==> src/rtl/kau_pkg.sv <==
// Shared types and constants for the k-means assign/update block.
`default_nettype none
package kau_pkg;

   localparam int DEF_MAX_CENTERS     = 8;
   localparam int DEF_MAX_DIMS        = 8;
   localparam int DEF_MAX_POINTS_LOG2 = 20;

   localparam int CSR_IDX_W  = 1;
   localparam int CSR_DATA_W = 4;
   localparam int DIST_W     = 38;
   localparam int ERR_W      = 58;
   localparam int COORD_W    = 16;

   localparam logic [1:0] OP_LOAD   = 2'd0;
   localparam logic [1:0] OP_POINT  = 2'd1;
   localparam logic [1:0] OP_FINISH = 2'd2;

   localparam logic [CSR_IDX_W-1:0] CSR_NUM_CENTERS = 1'b0;
   localparam logic [CSR_IDX_W-1:0] CSR_NUM_DIMS    = 1'b1;

   localparam logic KIND_POINT  = 1'b0;
   localparam logic KIND_CENTER = 1'b1;

   typedef struct packed {
      logic [1:0]                op;
      logic [2:0]                center_index;
      logic [2:0]                dim_index;
      logic signed [COORD_W-1:0] coord_value;
   } req_payload_type;

   typedef struct packed {
      logic                      kind;
      logic [2:0]                out_center;
      logic [2:0]                out_dim;
      logic signed [COORD_W-1:0] new_coord;
      logic [DIST_W-1:0]         min_distance;
      logic                      empty_cluster;
      logic [ERR_W-1:0]          total_error;
      logic                      last;
   } rsp_payload_type;

   // Classified command handed from the front to the back end
   typedef struct packed {
      logic                      load;
      logic                      point;
      logic                      finish;
      logic                      first;
      logic                      last_dim;
      logic [2:0]                center;
      logic [2:0]                dim;
      logic signed [COORD_W-1:0] value;
   } cmd_type;

endpackage
`default_nettype wire

==> src/rtl/kau_front.sv <==
// Front end: accepts request beats, classifies them and queues commands.
`default_nettype none
module kau_front #(
   parameter int MAX_CENTERS = kau_pkg::DEF_MAX_CENTERS,
   parameter int MAX_DIMS    = kau_pkg::DEF_MAX_DIMS
) (
   input  wire logic                     clock,
   input  wire logic                     reset,
   input  wire logic [3:0]               nd_eff,
   input  wire logic                     in_valid,
   output logic                          in_ready,
   input  wire kau_pkg::req_payload_type in_payload,
   output logic                          cmd_valid,
   output kau_pkg::cmd_type              cmd,
   input  wire logic                     cmd_pop
);
   import kau_pkg::*;

   cmd_type    q_ff [2];
   cmd_type    q_in [2];
   logic       wp_ff, wp_in, rp_ff, rp_in;
   logic [1:0] cnt_ff, cnt_in;
   cmd_type    cls;
   logic       keep, push;

   always_comb begin
      cls          = '0;
      cls.center   = in_payload.center_index;
      cls.dim      = in_payload.dim_index;
      cls.value    = in_payload.coord_value;
      cls.first    = (in_payload.dim_index == 3'd0);
      cls.last_dim = ({1'b0, in_payload.dim_index} == nd_eff - 4'd1);
      case (in_payload.op)
         OP_LOAD: cls.load = (int'(in_payload.center_index) < MAX_CENTERS) &&
                             (int'(in_payload.dim_index) < MAX_DIMS);
         OP_POINT: cls.point = ({1'b0, in_payload.dim_index} < nd_eff);
         OP_FINISH: cls.finish = 1'b1;
         default: cls = cls;
      endcase
      keep = cls.load | cls.point | cls.finish;
   end

   assign in_ready  = (cnt_ff != 2'd2);
   assign push      = in_valid && in_ready && keep;
   assign cmd_valid = (cnt_ff != 2'd0);
   assign cmd       = q_ff[rp_ff];

   always_comb begin
      q_in  = q_ff;
      wp_in = wp_ff;
      rp_in = rp_ff;
      if (push) begin
         q_in[wp_ff] = cls;
         wp_in       = ~wp_ff;
      end
      // drop beats that do nothing: unused op, out-of-range index
      if (cmd_pop) begin
         rp_in = ~rp_ff;
      end
      cnt_in = cnt_ff + 2'(push) - 2'(cmd_pop);
   end

   always_ff @(posedge clock) begin
      q_ff <= q_in;
      if (reset) begin
         wp_ff  <= 1'b0;
         rp_ff  <= 1'b0;
         cnt_ff <= 2'd0;
      end else begin
         wp_ff  <= wp_in;
         rp_ff  <= rp_in;
         cnt_ff <= cnt_in;
      end
   end
endmodule
`default_nettype wire

==> config.mk <==
export PLATFORM = sky130hd
export DESIGN_NAME = kau_front
export DESIGN_NICKNAME = d
export VERILOG_FILES = /design/src/rtl/kau_pkg.sv /design/src/rtl/kau_front.sv
export SDC_FILE = /design/constraint.sdc
export NUM_CORES = 1
export LEC_CHECK = 0
export ABC_AREA = 1
export BUFFER_PORTS_ARGS = -buffer_cell sky130_fd_sc_hd__buf_2
export CAP_MARGIN = 20
export CORE_ASPECT_RATIO = 1.2
export CORE_UTILIZATION = 25
export CTS_CLUSTER_SIZE = 28
export DETAILED_ROUTE_END_ITERATION = 8
export GPL_ROUTABILITY_DRIVEN = 0
export GPL_TIMING_DRIVEN = 1
export PLACE_DENSITY = 0.5
export REMOVE_ABC_BUFFERS = 1
export SYNTH_ARGS = -nofsm -noshare
export SYNTH_HDL_FRONTEND = slang
export SYNTH_SLANG_ARGS = --single-unit
export TNS_END_PERCENT = 100
==> constraint.sdc <==
create_clock -name clock -period 3.6 [get_ports clock]
set_input_delay 0.36 -clock clock [delete_from_list [all_inputs] [get_ports clock]]
set_output_delay 0.36 -clock clock [all_outputs]
set_load 0.05 [all_outputs]
==> results of run 1 <==
[final timing paths]
check | to | cells past startpoint | slack [ns] | startpoint
worst max-delay path | cmd[4] | 2 | 1.34 | rp_ff
worst min-delay path | rp_ff | 2 | 0.22 | reset
worst max register to register | q_ff[38] | 4 | 1.69 | cnt_ff[0]
worst min register to register | cnt_ff[1] | 2 | 0.50 | cnt_ff[1]
[critical path: cells and delay by family, from the launching register on]
| kind | cells | cell delay [ns] |
|---|---|---|
| muxes | 1 | 0.42 |
| DFF | 1 | 0.93 |
| buffers and inverters | 1 | 0.21 |
[state kept, by name (all words and copies together), names as in the netlist]
signal,flops
wp_ff,1
cnt_ff,2
q_ff,54
rp_ff,1
[through the flow]
stage | util, % | cell area [um^2]
final | 32.9 | 3030
after global routing | 32.9 | 3030
after CTS | 32.9 | 3030
after detailed placement | 30.9 | 2850
after global placement | 30.9 | 2850
after floorplan | - | 2380
[kinds of logic after synthesis]
group,synth area share [%]
compound gates,1.35
xor+xnor,1.81
fa+ha+maj,3.11
buf+inv,4.04
flops,70.4
mux,15.5
simple gates,3.78
[report_power, final]
part	internal (mW)	total [mW]	leakage, nW	switching (mW)
Clock	0.313	0.554	0.0874	0.240
Sequential	0.787	0.814	0.531	0.0275
Combinational	0.108	0.327	0.609	0.220
Total	1.21	1.70	1.23	0.487
[final cells by class]
cell class,count,share of cell area [%]
flip-flops and latches,58,56.2
multi-input cells,67,20.6
repair buffers,61,10.2
well taps,120,4.95
clock buffers,10,4.21
inverters,16,1.98
clock inverters,6,1.90
[layer usage]
layer | vias to the layer above | part of all wire (%)
li1 | 651 | -
met1 | 617 | 43
met2 | 43 | 48
met3 | 5 | 7.3
met4 | 0 | 1.4
met5 | - | 0
[placed cells by master (no fill, tap or decap), drive strengths merged]
master / synthesis / layout
a21boi: 1 / 1
a21oi: 3 / 3
buf: 3 / 61
bufinv: 0 / 1
clkbuf: 0 / 10
clkinv: 0 / 3
clkinvlp: 0 / 2
dfxtp: 4 / 4
edfxtp: 54 / 54
ha: 6 / 6
inv: 16 / 16
mux2: 27 / 27
nand2: 10 / 10
nand3: 2 / 2
nor2: 9 / 9
nor3: 2 / 2
o21ai: 2 / 2
xnor2: 5 / 5
==> out/results.txt, run 1 <==
outcome = complete, no violations
Hold Vio Cnt, Final = 0
Initial Utilization = 26.2%
CP arrival = 1.90 ns
crit-path cells = mux2_2 -> buf_2
EDFF count, synth = 54
DR DRC count = 0
register area = 1700 um^2
total negative slack = 0 ns
die area = 10100 um^2
CP Launch Type = register
post-route non-filler standard cell count = 338
CP max-delay cell = dfxtp_2
RSZ-0062 raised after global routing = no
first-pass GRT wire length = 5.99 mm
worst slew pin tran = 0.907 ns
# IOs = 61
FF+latch count, synth = 58
Crit. End Element = primary output
WL final = 3.92 mm
Hold WS = 0.217 ns
Max-cap violations = 0
Vias/cell = 3.89
GR Util met1 = 8.88%
initial antenna violation count = 0
mapped cell area = 2420 um^2
CTS Buffer Depth = 2
clock root buffer = clkbuf_8
Multi-input gate area = 626 um^2
layout cells sized above 1 = 47.2%
worst hold path class = primary input to register
H-tree Lvls = 3
First-pass DRT Iterations = 4
cell count after synthesis = 144
die width = 91.8 um
Netlist cell types = 16
clk sinks = 58
yosys warns = 0
Max-slew headroom = 39.5%
row cnt = 38
hold_buf cts = 0
Iter 0 DRT Violations = 32
ANT cells = 0
CTS buffer count = 9
Main synth FF type = edfxtp_1
Layout fillers = 930
crit-path max cell delay = 0.93 ns
Synth Area per Inst = 16.8 um^2
via count = 1316
CTS tree = built
post-DP HPWL = 2.64 mm
final count of negative-setup-slack endpoints = 0
IO Port Bufs = 60
CP Data Required Time = 3.24 ns
M2 GR Usage = 13.3%
leakage power = 1.23 nW
sequential area share after synthesis = 70.4%
VDD IR max = 0.224 mV
post-synthesis async set-or-reset flop share = 0%
Yosys top cell area share = 67.1%
core footprint = 9220 um^2
Wirelength per Cell = 11.6 um
largest cells by area after synthesis = edfxtp_1, mux2_4, mux2_2, dfxtp_1, ha_1
Die H = 110 um
total global-route track usage = 8.25%
Nets = 251
dominant cell type by area after synthesis = edfxtp_1
clk_skew = 0.00938 ns
setup ws final = 1.34 ns
power consumption = 1.69 mW
most instantiated library cell after synthesis = edfxtp_1
antenna viol nets, final = 0
Setup Fix Bufs, Post-CTS = 0
crit path max fanout = 28
critical path type = register to primary output
Pins Over Slew Limit = 0
met3 GRT Util = 3.80%
Worst-Skew Late Latency = 0.32 ns
vias in the first global route = 1296
Period Utilization, post-route = 62.7%
area delta synth->final = 25.4%
pre-CTS setup slack = 1.28 ns
grt ovf = 0
Max Fclk = 0.443 GHz
Post-CTS Resized = 0
largest net degree at the start of global routing = 29
Min Clock Period, post-route = 2.26 ns
Commonest cells post-synth = edfxtp_1, mux2_4, inv_1
clock-pin slew on the worst setup and hold paths = 0.07 ns
placed cells = 322
GRT Max-Usage Layer = met2
pwr/cell area = 559 nW/um^2
No activity file was read; power rests on OpenSTA's default activity.
==> run 2, diff against run 1 <==
==> constraint.sdc (replaced) <==
create_clock -name clock -period 2.2 [get_ports clock]
set_input_delay 0.22 -clock clock [delete_from_list [all_inputs] [get_ports clock]]
set_output_delay 0.22 -clock clock [all_outputs]
set_load 0.05 [all_outputs]
==> out/results.txt, run 2 (synthesis results as in run 1) <==
outcome = complete, no violations
commonest non-fill, non-tap cells in the layout = buf_2, edfxtp_1, mux2_4
IO Port Bufs = 60 (unchanged)
Iter 0 DRT Violations = 27 (-16%)
WL met1 = 1.74 mm (+3.2%)
Max Fclk = 0.552 GHz
crit-path max cell delay = 0.34 ns (-0.59 ns)
Max-slew headroom = 78.0% (+38 points)
final count of negative-setup-slack endpoints = 0 (unchanged)
Worst-Skew Late Latency = 0.33 ns (about the same)
Pins Over Slew Limit = 0 (unchanged)
CP Launch Type = register
pwr/cell area = 872 nW/um^2 (+56%)
via count = 1355 (+3.0%)
most flop-heavy register = q_ff
CP max-delay cell = dfxtp_1
Setup Fix Bufs, Post-CTS = 0 (unchanged)
area delta synth->final = 25.9%
critical path type = register to register
grt ovf = 0 (unchanged)
Post-CTS Resized = 0 (unchanged)
first-pass GRT wire length = 6.17 mm (+3.0%)
vias in the first global route = 1318 (+1.7%)
Largest regs = q_ff (54), cnt_ff (2)
DR DRC count = 0 (unchanged)
post-route non-filler standard cell count = 340 (+0.59%)
Crit. End Element = register
Largest register FFs = 54 (unchanged)
met2 WL post-DR = 1.93 mm (+1.5%)
layout cells sized above 1 = 47.7% (+0.48 points)
core footprint = 9220 um^2 (unchanged)
# IOs = 61 (unchanged)
placed cells = 325 (+0.93%)
CTS buffer count = 9 (unchanged)
largest net degree at the start of global routing = 28 (-3.4%)
Period Utilization, post-route = 82.3%
routed wl met3 = 243 um (-15%)
Die H = 110 um (unchanged)
H-tree Lvls = 3 (unchanged)
die width = 91.8 um (unchanged)
Multi-input gate area = 626 um^2 (unchanged)
VDD IR max = 0.288 mV (+29%)
CTS tree = built
RSZ-0062 raised after global routing = no
Nets = 254 (+1.2%)
row cnt = 38 (unchanged)
worst path buffer plus inverter count = 2 (+1)
clock-pin slew on the worst setup and hold paths = 0.07 ns (about the same)
most common cell after layout, fill and taps aside = buf_2
post-DP HPWL = 2.76 mm (+4.6%)
First-pass DRT Iterations = 4 (unchanged)
initial antenna violation count = 0 (unchanged)
r2r worst-path depth = 9 (+5)
Layout fillers = 943 (+1.4%)
power consumption = 2.65 mW (+57%)
clk_skew = 0.0107 ns (+0.00128 ns)
Hold WS = 0.0703 ns (-0.147 ns)
crit-path cells = inv_1 -> a21boi_0 -> nand2_1 -> ha_1 -> inv_1 -> ha_1 -> xnor2_1 -> o21ai_0 -> a21oi_1
register area = 1700 um^2 (unchanged)
hold_buf cts = 0 (unchanged)
Initial Utilization = 26.2% (unchanged)
CP top delay family = compound AO/OA/AOI/OAI gates
crit path max fanout = 3 (-89%)
Wirelength per Cell = 11.8 um (+1.7%)
setup ws final = 0.390 ns (-0.954 ns)
worst hold path class = primary input to register
worst slew pin tran = 0.327 ns (-0.580 ns)
WL final = 4.01 mm (+2.3%)
CTS Buffer Depth = 2 (unchanged)
hold depth = 2 (unchanged)
antenna viol nets, final = 0 (unchanged)
Vias/cell = 3.99 (+2.4%)
Max-cap violations = 0 (unchanged)
die area = 10100 um^2 (unchanged)
top layer in use = met4
leakage power = 1.24 nW (+1.3%)
Hold Vio Cnt, Final = 0 (unchanged)
Levels on crit path = 9 (+7)
clock root buffer = clkbuf_8
ANT cells = 0 (unchanged)
clk sinks = 58 (unchanged)
Min Clock Period, post-route = 1.81 ns
total global-route track usage = 8.82% (+0.57 points)
CP arrival = 2.07 ns (+0.17 ns)
CP Data Required Time = 2.46 ns (-0.78 ns)
pre-CTS setup slack = 0.146 ns (-1.13 ns)
==> run 2: stage by stage <==
stage	instance area (um^2)	TNS, ns	utilization (%)
after floorplan	2380	-7.16	-
after global placement	2890	0	31.4
after detailed placement	2890	0	31.4
after CTS	3040	0	33.0
after global routing	3040	0	33.0
final	3040	0	33.0
==> run 2: power breakdown <==
group          total (mW)  internal, mW  switching, mW
registers            1.31          1.29         0.0204
clock network       0.768         0.388          0.380
logic               0.578         0.191          0.388
==> run 2: layout make-up <==
cell class / instances / share of cell area (%)
Clock buffer: 10 / 4.19
Clock inverter: 5 / 0.740
Inverter: 16 / 1.97
Multi-Input combinational cell: 67 / 20.6
Sequential cell: 58 / 55.9
Tap cell: 120 / 4.93
Timing Repair Buffer: 64 / 11.7
==> run 2: layer usage <==
layer	GRT usage, %	vias up
met4	7.70	0
li1	-	659
met3	3.60	9
met5	0	-
met2	14.2	45
met1	8.93	642
==> run 2: final timing paths <==
kind	start	endpoint	slack, ns
setup reg to reg	cnt_ff[0]	cnt_ff[1]	0.39
setup / recovery	cnt_ff[0]	cnt_ff[1]	0.39
hold reg to reg	cnt_ff[1]	cnt_ff[1]	0.51
hold / removal	reset	rp_ff	0.07
==> run 3, diff against run 2 <==
==> constraint.sdc (replaced) <==
create_clock -name clock -period 1.84 [get_ports clock]
set_input_delay 0.184 -clock clock [delete_from_list [all_inputs] [get_ports clock]]
set_output_delay 0.184 -clock clock [all_outputs]
set_load 0.05 [all_outputs]
==> out/results.txt, run 3 (synthesis results as in run 1) <==
Min Clock Period, post-route = 1.70 ns
CP max-delay cell = mux2_2
clock root buffer = clkbuf_8
vias in the first global route = 1341 (+1.7%)
CP Launch Type = register
Largest regs = q_ff (54), cnt_ff (2)
clk sinks = 58 (unchanged)
via count = 1375 (+1.5%)
critical path type = register to primary output
setup ws final = 0.141 ns (-0.248 ns)
Die H = 110 um (unchanged)
critical path startpoint = rp_ff
IO Port Bufs = 60 (unchanged)
Initial Utilization = 26.2% (unchanged)
Layout fillers = 929 (-1.5%)
Nets = 262 (+3.1%)
initial antenna violation count = 0 (unchanged)
CTS Buffer Depth = 2 (unchanged)
Hold WS = 0.0342 ns (-0.0361 ns)
most flop-heavy register = q_ff
crit-path max cell delay = 0.37 ns (+0.03 ns)
commonest non-fill, non-tap cells in the layout = buf_2, edfxtp_1, mux2_4
placed cells = 333 (+2.5%)
clk_skew = 0.0126 ns (+0.00192 ns)
hold_buf cts = 0 (unchanged)
die width = 91.8 um (unchanged)
CTS tree = built
crit-path cells = buf_12 -> mux2_2 -> buf_2
area delta synth->final = 29.9%
Max-slew headroom = 81.5% (+3.5 points)
CP arrival = 1.51 ns (-0.56 ns)
core footprint = 9220 um^2 (unchanged)
WL final = 3.96 mm (-1.3%)
final count of negative-setup-slack endpoints = 0 (unchanged)
worst slew pin tran = 0.279 ns (-0.0476 ns)
CTS buffer count = 9 (unchanged)
Pins Over Slew Limit = 0 (unchanged)
First-pass DRT Iterations = 6 (+2)
antenna viol nets, final = 0 (unchanged)
outcome = complete, no violations
hold_sp = in_payload[10]
clock-pin slew on the worst setup and hold paths = 0.07 ns (about the same)
grt ovf = 0 (unchanged)
post-DP HPWL = 2.73 mm (-1.1%)
layout cells sized above 1 = 49.3% (+1.6 points)
pwr/cell area = 1020 nW/um^2 (+17%)
post-route non-filler standard cell count = 349 (+2.6%)
# IOs = 61 (unchanged)
critical register-to-register path startpoint = cnt_ff[0]
pre-CTS setup slack = -0.105 ns (-0.251 ns)
largest net degree at the start of global routing = 28 (unchanged)
ANT cells = 0 (unchanged)
H-tree Lvls = 3 (unchanged)
CP Data Required Time = 1.66 ns (-0.80 ns)
first-pass GRT wire length = 6.32 mm (+2.5%)
Worst-Skew Late Latency = 0.34 ns (about the same)
worst hold path class = primary input to register
Hold Vio Cnt, Final = 0 (unchanged)
register area = 1700 um^2 (unchanged)
Period Utilization, post-route = 92.3%
Iter 0 DRT Violations = 31 (+15%)
row cnt = 38 (unchanged)
total global-route track usage = 8.86% (+0.046 points)
Vias/cell = 3.94 (-1.1%)
die area = 10100 um^2 (unchanged)
Max-cap violations = 0 (unchanged)
Wirelength per Cell = 11.3 um (-3.9%)
fin area = 3140 um^2 (+3.1%)
Largest register FFs = 54 (unchanged)
RSZ-0062 raised after global routing = no
DP Area = 2980 um^2 (+2.9%)
leakage power = 1.29 nW (+3.8%)
most common cell after layout, fill and taps aside = buf_2
VDD IR max = 0.422 mV (+47%)
Max Fclk = 0.589 GHz
DR DRC count = 0 (unchanged)
Setup Fix Bufs, Post-CTS = 0 (unchanged)
crit path max fanout = 27 (+24)
Multi-input gate area = 633 um^2 (+1.2%)
Crit. End Element = primary output
[run 3: final timing paths]
| check | endpoint | slack (ns) | cells past startpoint |
|---|---|---|---|
| setup reg to reg | cnt_ff[1] | 0.25 | 9 |
| hold reg to reg | cnt_ff[1] | 0.53 | 2 |
| hold / removal | q_ff[37] | 0.03 | 1 |
| setup / recovery | cmd[5] | 0.14 | 3 |
[run 3: layout make-up]
class,count,share of cell area (%)
sequential,58,54.2
multi-input combinational,67,20.2
timing repair buffer,72,14.0
tap,120,4.78
clock buffer,11,4.18
inverter,16,1.91
clock inverter,5,0.678
[run 3: metrics by stage]
| stage | power, mW | TNS, ns | utilization (%) |
|---|---|---|---|
| 3_3_place_gp | 2.32 | -0.0612 | 32.3 |
| 6_report | 3.21 | 0 | 34.0 |
| 3_5_place_dp | 2.32 | -0.105 | 32.3 |
| 4_1_cts | 3.27 | 0 | 34.0 |
| 5_1_grt | 3.37 | 0 | 34.0 |
| 2_1_floorplan | 2.11 | -16.09 | - |
[run 3: layer usage]
metal	GRT usage (%)	up-vias	routed length, um
met5	0	-	0
met4	6.03	0	72
met3	4.15	7	239
met2	13.9	45	1950
met1	9.59	644	1700
li1	-	679	-
[run 3: power breakdown]
group	internal [mW]	switching [mW]
clock network	0.469	0.447
registers	1.54	0.0254
logic	0.258	0.469
total	2.27	0.941
[run 3: critical path, delay by kind of cell, from the launching register on]
family,cells,cell delay (ns)
buffers and inverters,2,0.43
muxes,1,0.37
DFF,1,0.36
[run 3: timing repair]
action | CTS | global route
endpoints found under the setup margin | 0 | 1
hold endpoints to repair | 0 | 0
gates resized for setup | 0 | 3
